### src/hw/rtl/fcr_pkg.sv
// ----------------------------------------------------------------------------
// fcr_pkg
// Shared types, codes and helper functions of the framed command receiver.
// ----------------------------------------------------------------------------
package fcr_pkg;

  // Default for the largest accepted payload length.
  localparam int unsigned MAX_PAYLOAD_DEF = 1024;

  // Frame constants.
  localparam logic [7:0]  SYNC_BYTE = 8'h7F;
  localparam logic [31:0] CRC_POLY  = 32'hEDB88320;
  localparam logic [31:0] CRC_INIT  = 32'hFFFFFFFF;
  localparam logic [31:0] WORD_FILL = 32'hFFFFFFFF;

  // Configuration register reset values.
  localparam logic [31:0] REGION_START_RST = 32'h08010000;
  localparam logic [31:0] REGION_END_RST   = 32'h08080000;

  // Configuration register indexes.
  localparam int unsigned CFG_IDX_W = 1;
  localparam logic [CFG_IDX_W-1:0] REG_REGION_START = 1'b0;
  localparam logic [CFG_IDX_W-1:0] REG_REGION_END   = 1'b1;

  // Command codes.
  localparam logic [7:0] OP_PING   = 8'h01;
  localparam logic [7:0] OP_ERASE  = 8'h02;
  localparam logic [7:0] OP_WRITE  = 8'h03;
  localparam logic [7:0] OP_VERIFY = 8'h04;
  localparam logic [7:0] OP_JUMP   = 8'h05;

  // Result kinds.
  localparam logic KIND_WORD    = 1'b0;
  localparam logic KIND_VERDICT = 1'b1;

  // Verdict status codes.
  localparam logic [2:0] ST_ACK        = 3'd0;
  localparam logic [2:0] ST_TOO_LONG   = 3'd1;
  localparam logic [2:0] ST_CRC_BAD    = 3'd2;
  localparam logic [2:0] ST_WR_SHORT   = 3'd3;
  localparam logic [2:0] ST_RANGE      = 3'd4;
  localparam logic [2:0] ST_VLEN_BAD   = 3'd5;
  localparam logic [2:0] ST_UNKNOWN    = 3'd6;

  // Verdict action codes.
  localparam logic [2:0] ACT_NONE   = 3'd0;
  localparam logic [2:0] ACT_ERASE  = 3'd1;
  localparam logic [2:0] ACT_COMMIT = 3'd2;
  localparam logic [2:0] ACT_VERIFY = 3'd3;
  localparam logic [2:0] ACT_JUMP   = 3'd4;

  // One result word.
  typedef struct packed {
    logic        kind;
    logic [2:0]  status;
    logic [2:0]  action;
    logic [31:0] address;
    logic [31:0] word;
    logic [31:0] length;
  } result_t;

  // Reflected CRC32 update over one byte, one bit per step.
  function automatic logic [31:0] crc32_byte(input logic [31:0] crc, input logic [7:0] b);
    logic [31:0] c;
    c = crc ^ {24'd0, b};
    for (int k = 0; k < 8; k++) begin
      c = (c >> 1) ^ (CRC_POLY & {32{c[0]}});
    end
    return c;
  endfunction

  // Region check with a 33-bit end sum so the range never wraps.
  function automatic logic in_region(input logic [31:0] start, input logic [31:0] count,
                                     input logic [31:0] rs, input logic [31:0] re);
    logic [32:0] top;
    top = {1'b0, start} + {1'b0, count};
    return (start >= rs) && (top <= {1'b0, re});
  endfunction

endpackage

### src/hw/rtl/fcr_parser.sv
// ----------------------------------------------------------------------------
// fcr_parser
// Frame state machine: sync hunt, header, payload and CRC, with the result
// of each accepted byte presented combinationally.
// ----------------------------------------------------------------------------
module fcr_parser #(
  parameter int unsigned MAX_PAYLOAD = fcr_pkg::MAX_PAYLOAD_DEF
) (
  input  logic             clk,
  input  logic             rst_n,
  input  logic             step,
  input  logic [7:0]       rx_byte,
  input  logic [31:0]      region_start,
  input  logic [31:0]      region_end,
  output logic             res_valid,
  output fcr_pkg::result_t res
);

  localparam int unsigned CNT_W = $clog2(MAX_PAYLOAD + 1);

  typedef enum logic [2:0] {
    PH_HUNT,
    PH_CMD,
    PH_LENHI,
    PH_LENLO,
    PH_PAYLOAD,
    PH_CRC
  } phase_t;

  phase_t           phase_r, phase_nxt;
  logic [7:0]       cmd_r, cmd_nxt;
  logic [15:0]      flen_r, flen_nxt;
  logic [CNT_W-1:0] cnt_r, cnt_nxt;
  logic [31:0]      crc_r, crc_nxt;
  logic [31:0]      rcrc_r, rcrc_nxt;
  logic [31:0]      addr_r, addr_nxt;
  logic [31:0]      vlen_r, vlen_nxt;
  logic [31:0]      wbuf_r, wbuf_nxt;
  logic             range_ok_r, range_ok_nxt;

  logic [CNT_W:0]   idx_inc;
  logic             last_byte;
  logic [CNT_W-1:0] data_idx;
  logic [1:0]       lane;
  logic [31:0]      crc_upd;

  assign crc_upd   = fcr_pkg::crc32_byte(crc_r, rx_byte);
  assign idx_inc   = {1'b0, cnt_r} + {{CNT_W{1'b0}}, 1'b1};
  assign last_byte = {{(16 - CNT_W){1'b0}}, idx_inc} >= {1'b0, flen_r};
  assign data_idx  = cnt_r - CNT_W'(4);
  assign lane      = data_idx[1:0];

  // Verdict at the end of a frame, checks in order of precedence.
  function automatic fcr_pkg::result_t verdict(input logic [31:0] rcrc);
    fcr_pkg::result_t v;
    v        = '0;
    v.kind   = fcr_pkg::KIND_VERDICT;
    v.status = fcr_pkg::ST_ACK;
    v.action = fcr_pkg::ACT_NONE;
    if (~crc_r != rcrc) begin
      v.status = fcr_pkg::ST_CRC_BAD;
    end else begin
      case (cmd_r)
        fcr_pkg::OP_PING: begin
          v.status = fcr_pkg::ST_ACK;
        end
        fcr_pkg::OP_ERASE: begin
          v.action = fcr_pkg::ACT_ERASE;
        end
        fcr_pkg::OP_WRITE: begin
          if (flen_r < 16'd5) begin
            v.status = fcr_pkg::ST_WR_SHORT;
          end else if (!range_ok_r) begin
            v.status = fcr_pkg::ST_RANGE;
          end else begin
            v.action  = fcr_pkg::ACT_COMMIT;
            v.address = addr_r;
            v.length  = {16'd0, flen_r} - 32'd4;
          end
        end
        fcr_pkg::OP_VERIFY: begin
          if (flen_r != 16'd8) begin
            v.status = fcr_pkg::ST_VLEN_BAD;
          end else if (!fcr_pkg::in_region(addr_r, vlen_r, region_start, region_end)) begin
            v.status = fcr_pkg::ST_RANGE;
          end else begin
            v.action  = fcr_pkg::ACT_VERIFY;
            v.address = addr_r;
            v.length  = vlen_r;
          end
        end
        fcr_pkg::OP_JUMP: begin
          v.action = fcr_pkg::ACT_JUMP;
        end
        default: begin
          v.status = fcr_pkg::ST_UNKNOWN;
        end
      endcase
    end
    return v;
  endfunction

  // Next state and result for the byte being accepted.
  always_comb begin
    phase_nxt    = phase_r;
    cmd_nxt      = cmd_r;
    flen_nxt     = flen_r;
    cnt_nxt      = cnt_r;
    crc_nxt      = crc_r;
    rcrc_nxt     = rcrc_r;
    addr_nxt     = addr_r;
    vlen_nxt     = vlen_r;
    wbuf_nxt     = wbuf_r;
    range_ok_nxt = range_ok_r;
    res_valid    = 1'b0;
    res          = '0;
    if (step) begin
      unique case (phase_r)
        PH_HUNT: begin
          if (rx_byte == fcr_pkg::SYNC_BYTE) begin
            crc_nxt      = fcr_pkg::CRC_INIT;
            rcrc_nxt     = '0;
            addr_nxt     = '0;
            vlen_nxt     = '0;
            wbuf_nxt     = fcr_pkg::WORD_FILL;
            range_ok_nxt = 1'b0;
            cnt_nxt      = '0;
            phase_nxt    = PH_CMD;
          end
        end
        PH_CMD: begin
          cmd_nxt   = rx_byte;
          crc_nxt   = crc_upd;
          phase_nxt = PH_LENHI;
        end
        PH_LENHI: begin
          flen_nxt  = {rx_byte, 8'd0};
          crc_nxt   = crc_upd;
          phase_nxt = PH_LENLO;
        end
        PH_LENLO: begin
          flen_nxt = {flen_r[15:8], rx_byte};
          crc_nxt  = crc_upd;
          cnt_nxt  = '0;
          if (flen_nxt > 16'(MAX_PAYLOAD)) begin
            phase_nxt  = PH_HUNT;
            res_valid  = 1'b1;
            res.kind   = fcr_pkg::KIND_VERDICT;
            res.status = fcr_pkg::ST_TOO_LONG;
            res.action = fcr_pkg::ACT_NONE;
          end else if (flen_nxt == 16'd0) begin
            phase_nxt = PH_CRC;
          end else begin
            phase_nxt = PH_PAYLOAD;
          end
        end
        PH_PAYLOAD: begin
          crc_nxt = crc_upd;
          cnt_nxt = idx_inc[CNT_W-1:0];
          if (last_byte) begin
            phase_nxt = PH_CRC;
            cnt_nxt   = '0;
          end
          if (cnt_r < CNT_W'(4)) begin
            // Address bytes, big-endian; WRITE range is checked on the last one.
            addr_nxt = {addr_r[23:0], rx_byte};
            if (cnt_r == CNT_W'(3) && cmd_r == fcr_pkg::OP_WRITE && flen_r >= 16'd5) begin
              range_ok_nxt = fcr_pkg::in_region(addr_nxt, {16'd0, flen_r} - 32'd4,
                                                region_start, region_end);
            end
          end else if (cmd_r == fcr_pkg::OP_VERIFY) begin
            if (cnt_r < CNT_W'(8)) begin
              vlen_nxt = {vlen_r[23:0], rx_byte};
            end
          end else if (cmd_r == fcr_pkg::OP_WRITE && range_ok_r) begin
            // Pack data bytes little-endian and issue a word when full or at the end.
            wbuf_nxt = wbuf_r;
            wbuf_nxt[lane*8 +: 8] = rx_byte;
            if (lane == 2'd3 || last_byte) begin
              res_valid   = 1'b1;
              res.kind    = fcr_pkg::KIND_WORD;
              res.status  = fcr_pkg::ST_ACK;
              res.action  = fcr_pkg::ACT_NONE;
              res.address = addr_r + 32'({data_idx[CNT_W-1:2], 2'b00});
              res.word    = wbuf_nxt;
              res.length  = 32'({1'b0, lane} + 3'd1);
              wbuf_nxt    = fcr_pkg::WORD_FILL;
            end
          end
        end
        PH_CRC: begin
          rcrc_nxt = {rcrc_r[23:0], rx_byte};
          cnt_nxt  = idx_inc[CNT_W-1:0];
          if (cnt_r == CNT_W'(3)) begin
            phase_nxt = PH_HUNT;
            cnt_nxt   = '0;
            res_valid = 1'b1;
            res       = verdict(rcrc_nxt);
          end
        end
        default: begin
          phase_nxt = PH_HUNT;
        end
      endcase
    end
  end

  // State registers.
  always_ff @(posedge clk) begin
    if (!rst_n) begin
      phase_r    <= PH_HUNT;
      cmd_r      <= '0;
      flen_r     <= '0;
      cnt_r      <= '0;
      crc_r      <= fcr_pkg::CRC_INIT;
      rcrc_r     <= '0;
      addr_r     <= '0;
      vlen_r     <= '0;
      wbuf_r     <= fcr_pkg::WORD_FILL;
      range_ok_r <= 1'b0;
    end else begin
      phase_r    <= phase_nxt;
      cmd_r      <= cmd_nxt;
      flen_r     <= flen_nxt;
      cnt_r      <= cnt_nxt;
      crc_r      <= crc_nxt;
      rcrc_r     <= rcrc_nxt;
      addr_r     <= addr_nxt;
      vlen_r     <= vlen_nxt;
      wbuf_r     <= wbuf_nxt;
      range_ok_r <= range_ok_nxt;
    end
  end

endmodule

### src/hw/rtl/framed_command_receiver_crc32.sv
// Each result is registered in the output register, or in the skid entry if it is stalled.
// Throughput: one byte per cycle while in_ready is high; state and CRC update per byte.
// A two-entry output buffer keeps bytes flowing while a word waits; in_ready drops
// only when both entries hold results.
// Reset (synchronous, rst_n low): sync hunt, output buffer empty, regions at defaults.
// ----------------------------------------------------------------------------
// framed_command_receiver_crc32
// Receives framed commands byte by byte, checks CRC32 and ranges, and issues
// program words and frame verdicts.
// ----------------------------------------------------------------------------
module framed_command_receiver_crc32 #(
  parameter int unsigned MAX_PAYLOAD = fcr_pkg::MAX_PAYLOAD_DEF
) (
  input  logic                         clk,
  input  logic                         rst_n,
  input  logic                         in_valid,
  output logic                         in_ready,
  input  logic [7:0]                   in_rx_byte,
  output logic                         out_valid,
  input  logic                         out_ready,
  output logic                         out_kind,
  output logic [2:0]                   out_status,
  output logic [2:0]                   out_action,
  output logic [31:0]                  out_address,
  output logic [31:0]                  out_word,
  output logic [31:0]                  out_length,
  input  logic                         cfg_we,
  input  logic [fcr_pkg::CFG_IDX_W-1:0] cfg_index,
  input  logic [31:0]                  cfg_data
);

  logic [31:0]      region_start_r;
  logic [31:0]      region_end_r;
  logic             step;
  logic             res_valid;
  fcr_pkg::result_t res;
  fcr_pkg::result_t out_r;
  fcr_pkg::result_t skid_r;
  logic             out_valid_r;
  logic             skid_valid_r;
  logic             pop;
  logic             push;

  // Configuration registers.
  always_ff @(posedge clk) begin
    if (!rst_n) begin
      region_start_r <= fcr_pkg::REGION_START_RST;
      region_end_r   <= fcr_pkg::REGION_END_RST;
    end else if (cfg_we) begin
      case (cfg_index)
        fcr_pkg::REG_REGION_START: region_start_r <= cfg_data;
        fcr_pkg::REG_REGION_END:   region_end_r   <= cfg_data;
        default: ;
      endcase
    end
  end

  // Frame parser.
  fcr_parser #(
    .MAX_PAYLOAD (MAX_PAYLOAD)
  ) u_parser (
    .clk          (clk),
    .rst_n        (rst_n),
    .step         (step),
    .rx_byte      (in_rx_byte),
    .region_start (region_start_r),
    .region_end   (region_end_r),
    .res_valid    (res_valid),
    .res          (res)
  );

  // Handshake: take a byte whenever the skid entry is free.
  assign in_ready = !skid_valid_r;
  assign step     = in_valid && in_ready;
  assign pop      = out_valid_r && out_ready;
  assign push     = step && res_valid;

  // Two-entry output buffer: output register plus skid entry.
  always_ff @(posedge clk) begin
    if (!rst_n) begin
      out_valid_r  <= 1'b0;
      skid_valid_r <= 1'b0;
    end else begin
      if (skid_valid_r) begin
        if (pop) begin
          out_r        <= skid_r;
          skid_valid_r <= 1'b0;
        end
      end else if (!out_valid_r || pop) begin
        out_valid_r <= push;
        if (push) begin
          out_r <= res;
        end
      end else if (push) begin
        skid_r       <= res;
        skid_valid_r <= 1'b1;
      end
    end
  end

  assign out_valid   = out_valid_r;
  assign out_kind    = out_r.kind;
  assign out_status  = out_r.status;
  assign out_action  = out_r.action;
  assign out_address = out_r.address;
  assign out_word    = out_r.word;
  assign out_length  = out_r.length;

endmodule

### config.mk
export PLATFORM = sky130hd
export DESIGN_NAME = framed_command_receiver_crc32
export DESIGN_NICKNAME = d
export VERILOG_FILES = /design/src/hw/rtl/fcr_pkg.sv /design/src/hw/rtl/fcr_parser.sv /design/src/hw/rtl/framed_command_receiver_crc32.sv
export SDC_FILE = /design/constraint.sdc
export NUM_CORES = 1
export LEC_CHECK = 0
export ABC_CLOCK_PERIOD_IN_PS = 17400
export BUFFER_PORTS_ARGS = -buffer_cell sky130_fd_sc_hd__buf_2
export CAP_MARGIN = 20
export CORE_MARGIN = 5
export CORE_UTILIZATION = 38
export CTS_BUF_LIST = sky130_fd_sc_hd__clkbuf_16
export CTS_CLUSTER_DIAMETER = 120
export CTS_CLUSTER_SIZE = 30
export DETAILED_ROUTE_END_ITERATION = 16
export PLACE_DENSITY_LB_ADDON = 0.15
export SYNTH_ARGS = -nofsm -noshare
export SYNTH_HDL_FRONTEND = slang
export SYNTH_SLANG_ARGS = --single-unit
### constraint.sdc
create_clock -name clk -period 17.4 [get_ports clk]
set_input_delay 3.48 -clock clk [delete_from_list [all_inputs] [get_ports clk]]
set_output_delay 3.48 -clock clk [all_outputs]
set_load 0.005 [all_outputs]
==> flow_summary.yaml, run 1 <==
cts:
  clock_latency_on_the_worst_skew_pair_ns: 0.58
  h-tree-depth: 1
  number_of_buffers_inserted_during_clock_tree_synthesis: 20
  cts.sinks: 463
  holdBufCountCts: 0
  maximum_buffer_depth_of_the_clock_tree: 3
  cts_tree: "done"
  clkTransAtPathRegs_ns: 0.11
  cts.repair.resized: 0
  cts.repair_timing.setup_buffer_count: 0
  cts_root_buf: "clkbuf_16"
cells_and_area:
  stdcell_area_sq_um: 29800
  antenna_cells_inserted: 0
  finish.net_count: 3304
  signed_area_change_from_the_synthesized_netlist_to_the_final_layout_pct: 9.207
  fraction_of_final_layout_cells_sized_beyond_drive_strength_1_pct: 8.616
  final_core_occ_pct: 41.76
timing:
  setup_viol_count_final: 0
  achievable-frequency_ghz: 0.1188
  timing.slew.headroom_pct: 26.98
  timing.clock.skew_ns: 0.03056
  rsz0062_at_grt: "no"
  timing.final.crit_period_ns: 8.421
  final_min_period_over_clock_period_pct: 48.40
  tightest_slew_ns: 1.081
  final-max-slew-violation-count: 0
  setup-tns-final_ns: 0
  timing_hold_violations_final: 0
synth:
  yosys_warnings: 0
  synthFlopType: "dfxtp_1"
  ys_seq_elements: 463
  netlist-cell-type-count: 82
  synthTopCellsByArea: "edfxtp_1, dfxtp_1, ha_1, nand2_1, a21o_1"
  yosys.cell_count.top_type: "nand2_1"
  mappedNetlistArea_sq_um: 27290
  synth_area_per_cell_sq_um: 9.259
  synth_top_area_share_pct: 22.67
  synth-edff-count: 206
  synth.yosys.seq_area_share_pct: 41.52
  yosys.area.top_type: "edfxtp_1"
  synthesized_netlist_net_count: 3224
  synthesis.instances: 2947
  ys_top_cells_by_count: "nand2_1, dfxtp_1, ha_1"
  synth-async-reset-ratio_pct: 0
worst_hold_path:
  endpoint_with_the_worst_hold_slack: "region_start_r[29]$_SDFFE_PN0P_"
  worst_hold_path.num_cells: 2
  holdCritStartpoint: "region_start_r[29]$_SDFFE_PN0P_"
  holdCritPathClass: "flip-flop to flip-flop"
floorplan:
  floorplan.die_area_sq_um: 77270
  die_w_um: 278.0
  die-height_um: 278.0
  effective_utilization_at_floorplan_pct: 38.24
  row_count: 98
  design.portCount: 151
  design.core.area_sq_um: 71360
grt:
  first_pass_grt_wire_length_um: 129800
  number_of_global_route_vias_before_repair: 21410
  antenna_found_initial: 1
  grt_overflow_total: 0
  grt_max_degree: 198
  globalRouteTotalUtil_pct: 20.87
setup_path:
  rr_worst_depth: 24
  worstReg2RegStart: "u_parser.addr_r[0]$_SDFFE_PN0P_"
  worst_setup_path_start_kind: "input pin"
  critical_path.max_fanout: 13
  rrSetupSlack_ns: 10.14
  timing.critical_path.arrival_ns: 8.92
  worstSetupEndpointType: "flip-flop"
  timing.rr.end: "out_address[15]$_DFFE_PP_"
  setup.worst_path.class: "input pin to flip-flop"
  worst-endpoint-required_ns: 17.90
drt:
  post_dr_vias_cell: 5.635
  antenna_violating_nets_post_route: 0
  drcViolationCount: 0
  route.vias.total: 22490
  drtPass1Iterations: 7
  drt_wl_total_um: 84870
  dr.first_iter.drc_count: 1932
  wl_per_cell_um: 21.27
power_and_ir_drop:
  power.density_nw_per_um2: 64.28
  totalPowerFinal_mw: 1.915
  vdd_drop_max_mv: 0.05972
  total_leakage_power_nw: 12.46
placement:
  place.port_buffers: 150
  hpwlAfterDp_um: 62980
  gpl.final_weighted_congestion: 0.9286
  placedInstanceArea_sq_um: 29130
flow_run:
  max-cap-violations: 0
run_status:
  outcome: "complete, no violations"
## worst max-delay path, stage by stage
cell,delay [ns]
buf_2,0.22
ha_1,0.29
fa_1,0.41
a21oi_1,0.14
nor2b_1,0.07
a31o_2,0.26
a211o_1,0.33
a221oi_1,0.54
and3b_1,0.26
o21ai_1,0.20
a21oi_1,0.10
a21oi_1,0.38
o21a_1,0.23
o311ai_0,0.17
ha_1,0.36
nand3_1,0.12
or4_1,0.47
nor3_1,0.20
nor2_1,0.08
nor4b_1,0.25
nand4_1,0.13
o31ai_1,0.21
## flip-flops by register name, summed over array words and instances, names as in the netlist
register             cells
out_action               3
u_parser.range_ok_r      1
out_length              32
out_status               3
u_parser.vlen_r         32
u_parser.flen_r         16
u_parser.addr_r         32
u_parser.wbuf_r         32
u_parser.crc_r          32
skid_r                 103
region_start_r          32
skid_valid_r             1
u_parser.cnt_r          11
region_end_r            32
u_parser.rcrc_r         24
out_kind                 1
out_address             32
u_parser.cmd_r           8
u_parser.phase_r         3
out_word                32
out_valid                1
## report_power, final
group	total, mW	leakage (nW)	switching, mW	internal [mW]
logic	0.179	8.28	0.105	0.0735
clock network	0.601	0.346	0.364	0.237
registers	1.14	3.84	0.00392	1.13
## layout by cell type, fill, tap and decap left out, drive strengths merged, types with 25 or more instances in the layout
cell type | Yosys | routed
nand2 | 355 | 355
dfxtp | 257 | 257
ha | 228 | 228
edfxtp | 206 | 206
buf | 13 | 198
a21o | 176 | 176
nor2 | 153 | 153
a21oi | 139 | 139
inv | 123 | 133
o21ai | 132 | 132
xnor2 | 121 | 121
a21boi | 115 | 115
nand3 | 112 | 112
nor2b | 97 | 97
a22oi | 69 | 69
xor2 | 66 | 66
nor3 | 56 | 56
and2 | 46 | 46
nand4 | 40 | 40
o21a | 25 | 25
## cells by family after synthesis
logic type                 count (synthesis)  synth area share (%)
and+or+nand+nor                          978                 17.49
xor gates and xnor gates                 187                 6.030
muxes                                      1               0.03668
AOI/OAI and AO/OA                        820                 20.45
adders and majority gates                231                 10.67
buffers and inverters                    267                 3.792
DFF                                      463                 41.52
## metrics by stage
stage          hold slack, ns  instances  worst slack (ns)
2_1_floorplan          0.4328       2947             1.516
4_1_cts                0.4740       3988             9.056
5_1_grt                0.4928       3991             8.688
3_3_place_gp           0.4438       3949             8.455
6_report               0.4692       3991             8.979
3_5_place_dp           0.4518       3952             8.448
## routing by layer
layer  track usage [%]  share of wire (%)  vias to the layer above
met1             31.99                 49                    10940
met3             2.542                6.0                       98
met2             32.06                 43                      689
met4             3.715                1.5                        0
met5                 0                  0                        -
li1                  -                  -                    10760
## how the worst max path moves through the flow
stage,from,to,depth (start not counted)
finish,in_rx_byte[0],u_parser.range_ok_r$_SDFFE_PN0P_,22
detailed placement,in_rx_byte[0],u_parser.range_ok_r$_SDFFE_PN0P_,22
global route,in_rx_byte[0],u_parser.range_ok_r$_SDFFE_PN0P_,22
global placement,in_rx_byte[0],u_parser.range_ok_r$_SDFFE_PN0P_,22
floorplan,in_rx_byte[0],skid_r[0]$_DFFE_PP_,11
CTS,in_rx_byte[0],u_parser.range_ok_r$_SDFFE_PN0P_,22
## layout make-up
| cell class | count | area, sq um |
|---|---|---|
| Clock buffer | 22 | 550.5 |
| Inverter | 125 | 469.2 |
| Clock inverter | 14 | 92.59 |
| Tap cell | 950 | 1189 |
| Sequential cell | 463 | 11330 |
| Timing Repair Buffer | 200 | 1191 |
| Fill cell | 7098 | 41560 |
| Multi-Input combinational cell | 2217 | 14970 |
(Power assumes the default switching activity.)
==> run 2, diff against run 1 <==
ABC_CLOCK_PERIOD_IN_PS = 8800   (was 17400)
clock period = 8.8 ns   (was 17.4 ns; I/O delays follow)
==> run 2 against run 1 <==
Clock power grew 98%. Design area barely moved. Flip-flop and latch count unchanged. Cell count is essentially flat.
==> flow_summary.yaml, run 2 (synthesized netlist as in run 1, its figures left out) <==
setup_path:
  crit_family: "compound AO/OA/AOI/OAI gates"
  timing.critical_path.buf_inv: 3
  worst_setup_path_start_kind: "flip-flop"
  timing.critical_path.arrival_ns: 7.23
  setup.worst_path.class: "flip-flop to flip-flop"
  critical_path.max_stage_delay_ns: 0.61
  worstSetupEndpointType: "flip-flop"
  worst-endpoint-required_ns: 9.23
  cp_slowest_cell: "and3_4"
  critical_path.max_fanout: 34
grt:
  first_pass_grt_wire_length_um: 132100
  antenna_found_initial: 2
  globalRouteTotalUtil_pct: 21.18
  number_of_global_route_vias_before_repair: 21810
  grt_overflow_total: 0
  grt_max_degree: 184
cts:
  cts.sinks: 463
  cts.repair_timing.setup_buffer_count: 0
  maximum_buffer_depth_of_the_clock_tree: 3
  number_of_buffers_inserted_during_clock_tree_synthesis: 20
  holdBufCountCts: 0
  cts_tree: "done"
  cts_root_buf: "clkbuf_16"
  clock_latency_on_the_worst_skew_pair_ns: 0.59
  cts.repair.resized: 0
  clkTransAtPathRegs_ns: 0.12
  h-tree-depth: 1
placement:
  place.port_buffers: 150
  gpl.final_weighted_congestion: 0.9590
  hpwlAfterDp_um: 63390
  pre_cts_ws_ns: 1.615
drt:
  wirelength_met1_um: 41680
  dr.first_iter.drc_count: 1664
  antenna_violating_nets_post_route: 0
  drt_wl_total_um: 85640
  top_layer_used: "met5"
  drcViolationCount: 0
  met3_length_um: 4809
  post_dr_vias_cell: 5.620
  wl_per_cell_um: 21.44
  met2_length_um: 37520
  drtPass1Iterations: 5
  route.vias.total: 22450
power_and_ir_drop:
  power.density_nw_per_um2: 126.9
  total_leakage_power_nw: 12.48
  vdd_drop_max_mv: 0.1531
cells_and_area:
  fillCellCount: 7080
  top_register: "skid_r"
  flip_flop_count_of_the_largest_register_after_layout: 103
  signed_area_change_from_the_synthesized_netlist_to_the_final_layout_pct: 9.262
  fraction_of_final_layout_cells_sized_beyond_drive_strength_1_pct: 8.709
  mostFrequentLayoutCell: "nand2_1"
  mostFrequentLayoutCells: "nand2_1, dfxtp_1, ha_1"
  finish.net_count: 3307
timing:
  final-max-slew-violation-count: 0
  timing.final.crit_period_ns: 6.801
  timing.clock.skew_ns: 0.02295
  final_min_period_over_clock_period_pct: 77.28
  rsz0062_at_grt: "no"
  final_critical_path_setup_slack_ns: 1.999
  timing.slew.headroom_pct: 28.79
  setup_viol_count_final: 0
  setup-tns-final_ns: 0
  timing_hold_violations_final: 0
  achievable-frequency_ghz: 0.1470
  tightest_slew_ns: 1.068
floorplan:
  design.core.area_sq_um: 71360
  die_w_um: 278.0
  floorplan.die_area_sq_um: 77270
  row_count: 98
  effective_utilization_at_floorplan_pct: 38.24
  die-height_um: 278.0
  design.portCount: 151
run_status:
  outcome: "complete, no violations"
worst_hold_path:
  holdCritPathClass: "flip-flop to flip-flop"
flow_run:
  max-cap-violations: 0
-- run 2: routing by layer --
metal  up-vias  GRT usage [%]
met5         -              0
met4         2          3.969
met3        95          2.223
met2       664          33.11
met1     10930          32.11
li1      10750              -
-- run 2: report_power, final --
| part | internal, mW | leakage [nW] | switching, mW |
|---|---|---|---|
| Sequential | 2.24 | 3.84 | 0.00773 |
| Combinational | 0.145 | 8.30 | 0.205 |
| Clock | 0.453 | 0.335 | 0.734 |
| Total | 2.84 | 12.5 | 0.947 |
-- run 2: cell type report --
| type | count | area [sq um] | share of cell area [%] |
|---|---|---|---|
| clock inverter | 14 | 91.34 | 0.3063 |
| sequential | 463 | 11330 | 38.02 |
| clock buffer | 21 | 525.5 | 1.763 |
| multi-input combinational | 2217 | 14980 | 50.26 |
| timing repair buffer | 203 | 1219 | 4.087 |
| inverter | 125 | 469.2 | 1.574 |
| antenna | 1 | 2.502 | 0.008393 |
| tap | 950 | 1189 | 3.987 |
-- run 2: tightest hold or removal path, stage by stage, from the launching register on --
cell      delay (ns)
dfxtp_1         0.32
nand2_1         0.05
a21boi_0        0.06
-- run 2: path summary, 6_finish.rpt --
| kind | from | endpoint | slack, ns | depth (start not counted) |
|---|---|---|---|---|
| setup / recovery | u_parser.addr_r[0]$_SDFFE_PN0P_ | out_address[28]$_DFFE_PP_ | 2.00 | 26 |
| hold / removal | region_start_r[12]$_SDFFE_PN0P_ | region_start_r[12]$_SDFFE_PN0P_ | 0.47 | 2 |
| setup reg to reg | u_parser.addr_r[0]$_SDFFE_PN0P_ | out_address[28]$_DFFE_PP_ | 2.00 | 26 |
| hold reg to reg | region_start_r[12]$_SDFFE_PN0P_ | region_start_r[12]$_SDFFE_PN0P_ | 0.47 | 2 |
-- run 2: metrics by stage --
stage                     hold slack [ns]  cell area [sq um]  instances  total power, mW  util (%)
final                              0.4719              29810       3994            3.783     41.78
after global routing               0.4863              29810       3993            3.948     41.78
after CTS                          0.4738              29790       3990            3.832     41.75
after detailed placement           0.4516              29170       3955            2.642     40.88
after global placement             0.4455              29130       3953            2.635     40.82
after floorplan                    0.4328              27300       2947            2.542         -
==> run 3, diff against run 2 <==
ABC_CLOCK_PERIOD_IN_PS = 5700   (was 8800)
clock period = 5.7 ns   (was 8.8 ns; I/O delays follow)
==> run 3 against run 2 <==
Fmax is 20% higher. Hold slack worse by 0.0054 ns. Count of clock-buffer cells in the layout stayed put. Flip-flop and latch count stayed put. Via count is 3.1% higher. Sequential share of layout area is 2.3 points lower. Register-to-register slack worse by 2.0 ns. Design area is 6.6% higher. Combinational power is 76% higher. Core utilization is 2.7 points higher.
==> flow_summary.yaml, run 3 (synthesized netlist as in run 1, its figures left out) <==
timing:
  final-max-slew-violation-count: 0
  timing.clock.skew_ns: 0.06171
  timing.slew.headroom_pct: 26.31
  final_critical_path_setup_slack_ns: 0.02374
  timing_hold_violations_final: 0
  final_min_period_over_clock_period_pct: 99.58
  timing.final.crit_period_ns: 5.676
  setup_viol_count_final: 0
  rsz0062_at_grt: "yes"
  achievable-frequency_ghz: 0.1762
  setup-tns-final_ns: 0
  tightest_slew_ns: 1.090
cells_and_area:
  final_core_occ_pct: 44.53
  mostFrequentLayoutCell: "nand2_1"
  stdcell_area_sq_um: 31780
  fraction_of_final_layout_cells_sized_beyond_drive_strength_1_pct: 16.31
  mostFrequentLayoutCells: "nand2_1, dfxtp_1, buf_4"
  fillCellCount: 6916
  top_register: "skid_r"
  flip_flop_count_of_the_largest_register_after_layout: 103
  antenna_cells_inserted: 0
  signed_area_change_from_the_synthesized_netlist_to_the_final_layout_pct: 16.45
  finish.net_count: 3501
setup_path:
  worst_setup_path_startpoint: "u_parser.flen_r[7]$_SDFFE_PN0P_"
  critical_path.max_fanout: 3
  worstSetupEndpointType: "flip-flop"
  critical_path.max_stage_delay_ns: 0.53
  timing.critical_path.arrival_ns: 6.19
  worst_setup_path_start_kind: "flip-flop"
  rr_worst_depth: 25
  worst-endpoint-required_ns: 6.21
  timing.critical_path.to: "u_parser.range_ok_r$_SDFFE_PN0P_"
  worstReg2RegStart: "u_parser.flen_r[7]$_SDFFE_PN0P_"
  rrSetupSlack_ns: 0.02
  timing.rr.end: "u_parser.range_ok_r$_SDFFE_PN0P_"
  setup.worst_path.class: "flip-flop to flip-flop"
  cp_slowest_cell: "or4_4"
grt:
  number_of_global_route_vias_before_repair: 22650
  first_pass_grt_wire_length_um: 134900
  globalRouteTotalUtil_pct: 21.71
  grt_max_degree: 104
  grt_overflow_total: 0
  antenna_found_initial: 2
cts:
  holdBufCountCts: 0
  cts.sinks: 463
  maximum_buffer_depth_of_the_clock_tree: 3
  clock_latency_on_the_worst_skew_pair_ns: 0.62
  cts_root_buf: "clkbuf_16"
  cts_tree: "done"
  clkTransAtPathRegs_ns: 0.12
  h-tree-depth: 1
  number_of_buffers_inserted_during_clock_tree_synthesis: 21
power_and_ir_drop:
  clock_power_share_pct: 31.6
  intPower_mw: 4.444
  p_switching_mw: 1.522
  total_leakage_power_nw: 13.58
  power.density_nw_per_um2: 187.7
  power.share.switching_pct: 25.52
  power.sequential.fraction_pct: 58.1
  comb_power_share_pct: 10.3
  vdd_drop_max_mv: 0.2027
  totalPowerFinal_mw: 5.966
drt:
  post_dr_vias_cell: 5.525
  drcViolationCount: 0
  dr.first_iter.drc_count: 1579
  route.vias.total: 23140
  drtPass1Iterations: 5
  antenna_violating_nets_post_route: 0
  drt_wl_total_um: 88180
  wl_per_cell_um: 21.06
floorplan:
  design.portCount: 151
  die_w_um: 278.0
  design.core.area_sq_um: 71360
  effective_utilization_at_floorplan_pct: 38.24
  row_count: 98
  die-height_um: 278.0
  floorplan.die_area_sq_um: 77270
placement:
  placedInstanceArea_sq_um: 30620
  gpl.final_weighted_congestion: 0.9079
  pre_cts_ws_ns: -0.3915
  place.port_buffers: 150
  hpwlAfterDp_um: 66500
flow_run:
  max-cap-violations: 0
worst_hold_path:
  holdCritPathClass: "flip-flop to flip-flop"
run_status:
  outcome: "complete, no violations"
run 3: cell count changes in the layout (fill, tap and decap cells not counted), sizes merged:
| cell | before | now |
|---|---|---|
| inv | 135 | 138 |
| buf | 202 | 396 |
| diode | 1 | 0 |
| clkbuf | 22 | 21 |
| clkinv | 4 | 3 |
run 3: area by class of cell:
cell class | count | area [sq um] | area share, %
timing repair buffer | 396 | 2726 | 8.580
multi-input combinational | 2217 | 15390 | 48.43
sequential | 463 | 11350 | 35.71
tap | 950 | 1189 | 3.741
clock buffer | 21 | 525.5 | 1.654
inverter | 125 | 469.2 | 1.477
clock inverter | 16 | 130.1 | 0.4095
run 3: worst max-delay path: cells and delay by family, from the launching register on:
family          cells  cell delay, ns
fa+ha+maj           2            0.62
simple gates       13            2.58
compound gates      6            1.38
flops               1            0.36
xor+xnor            2            0.34
buf+inv             2            0.29
run 3: routing by layer:
metal | global-route usage (%) | wire, um | up-vias
li1 | - | - | 11120
met1 | 32.14 | 42580 | 11340
met2 | 34.95 | 39780 | 579
met3 | 1.913 | 3969 | 98
met4 | 4.488 | 1852 | 0
met5 | 0 | 0 | -
run 3: worst min-delay path by stage:
stage | slack [ns] | end | cells past startpoint | from
floorplan | 0.43 | u_parser.wbuf_r[1]$_SDFFE_PN1P_ | 2 | u_parser.wbuf_r[1]$_SDFFE_PN1P_
CTS | 0.47 | u_parser.cmd_r[7]$_SDFFE_PN0P_ | 2 | u_parser.cmd_r[7]$_SDFFE_PN0P_
finish | 0.47 | region_start_r[19]$_SDFFE_PN0P_ | 2 | region_start_r[19]$_SDFFE_PN0P_
detailed placement | 0.45 | u_parser.wbuf_r[5]$_SDFFE_PN1P_ | 2 | u_parser.wbuf_r[5]$_SDFFE_PN1P_
global placement | 0.44 | u_parser.wbuf_r[0]$_SDFFE_PN1P_ | 2 | u_parser.wbuf_r[0]$_SDFFE_PN1P_
global route | 0.50 | u_parser.cmd_r[7]$_SDFFE_PN0P_ | 2 | u_parser.cmd_r[7]$_SDFFE_PN0P_
run 3: what timing repair did:
| action | in CTS | in global routing |
|---|---|---|
| hold endpoints to repair | 0 | 0 |
| pin swaps | 6 | 51 |
| setup endpoints to repair | 24 | 53 |
| setup buffers | 4 | 12 |
| resized for setup | 24 | 46 |
run 3: power by group through the flow:
stage / sequential [mW] / combinational, mW / clock [mW]
3_3_place_gp: 3.54 / 0.573 / 0
6_report: 3.47 / 0.616 / 1.88
4_1_cts: 3.47 / 0.591 / 1.96
5_1_grt: 3.47 / 0.675 / 2.07
2_1_floorplan: 3.54 / 0.386 / 0
3_5_place_dp: 3.54 / 0.586 / 0
run 3: metrics by stage:
step           instances  hold WS (ns)
4_1_cts             4174        0.4714
6_report            4188        0.4664
3_5_place_dp        4133        0.4464
3_3_place_gp        4131        0.4428
2_1_floorplan       2947        0.4328
5_1_grt             4188        0.4952
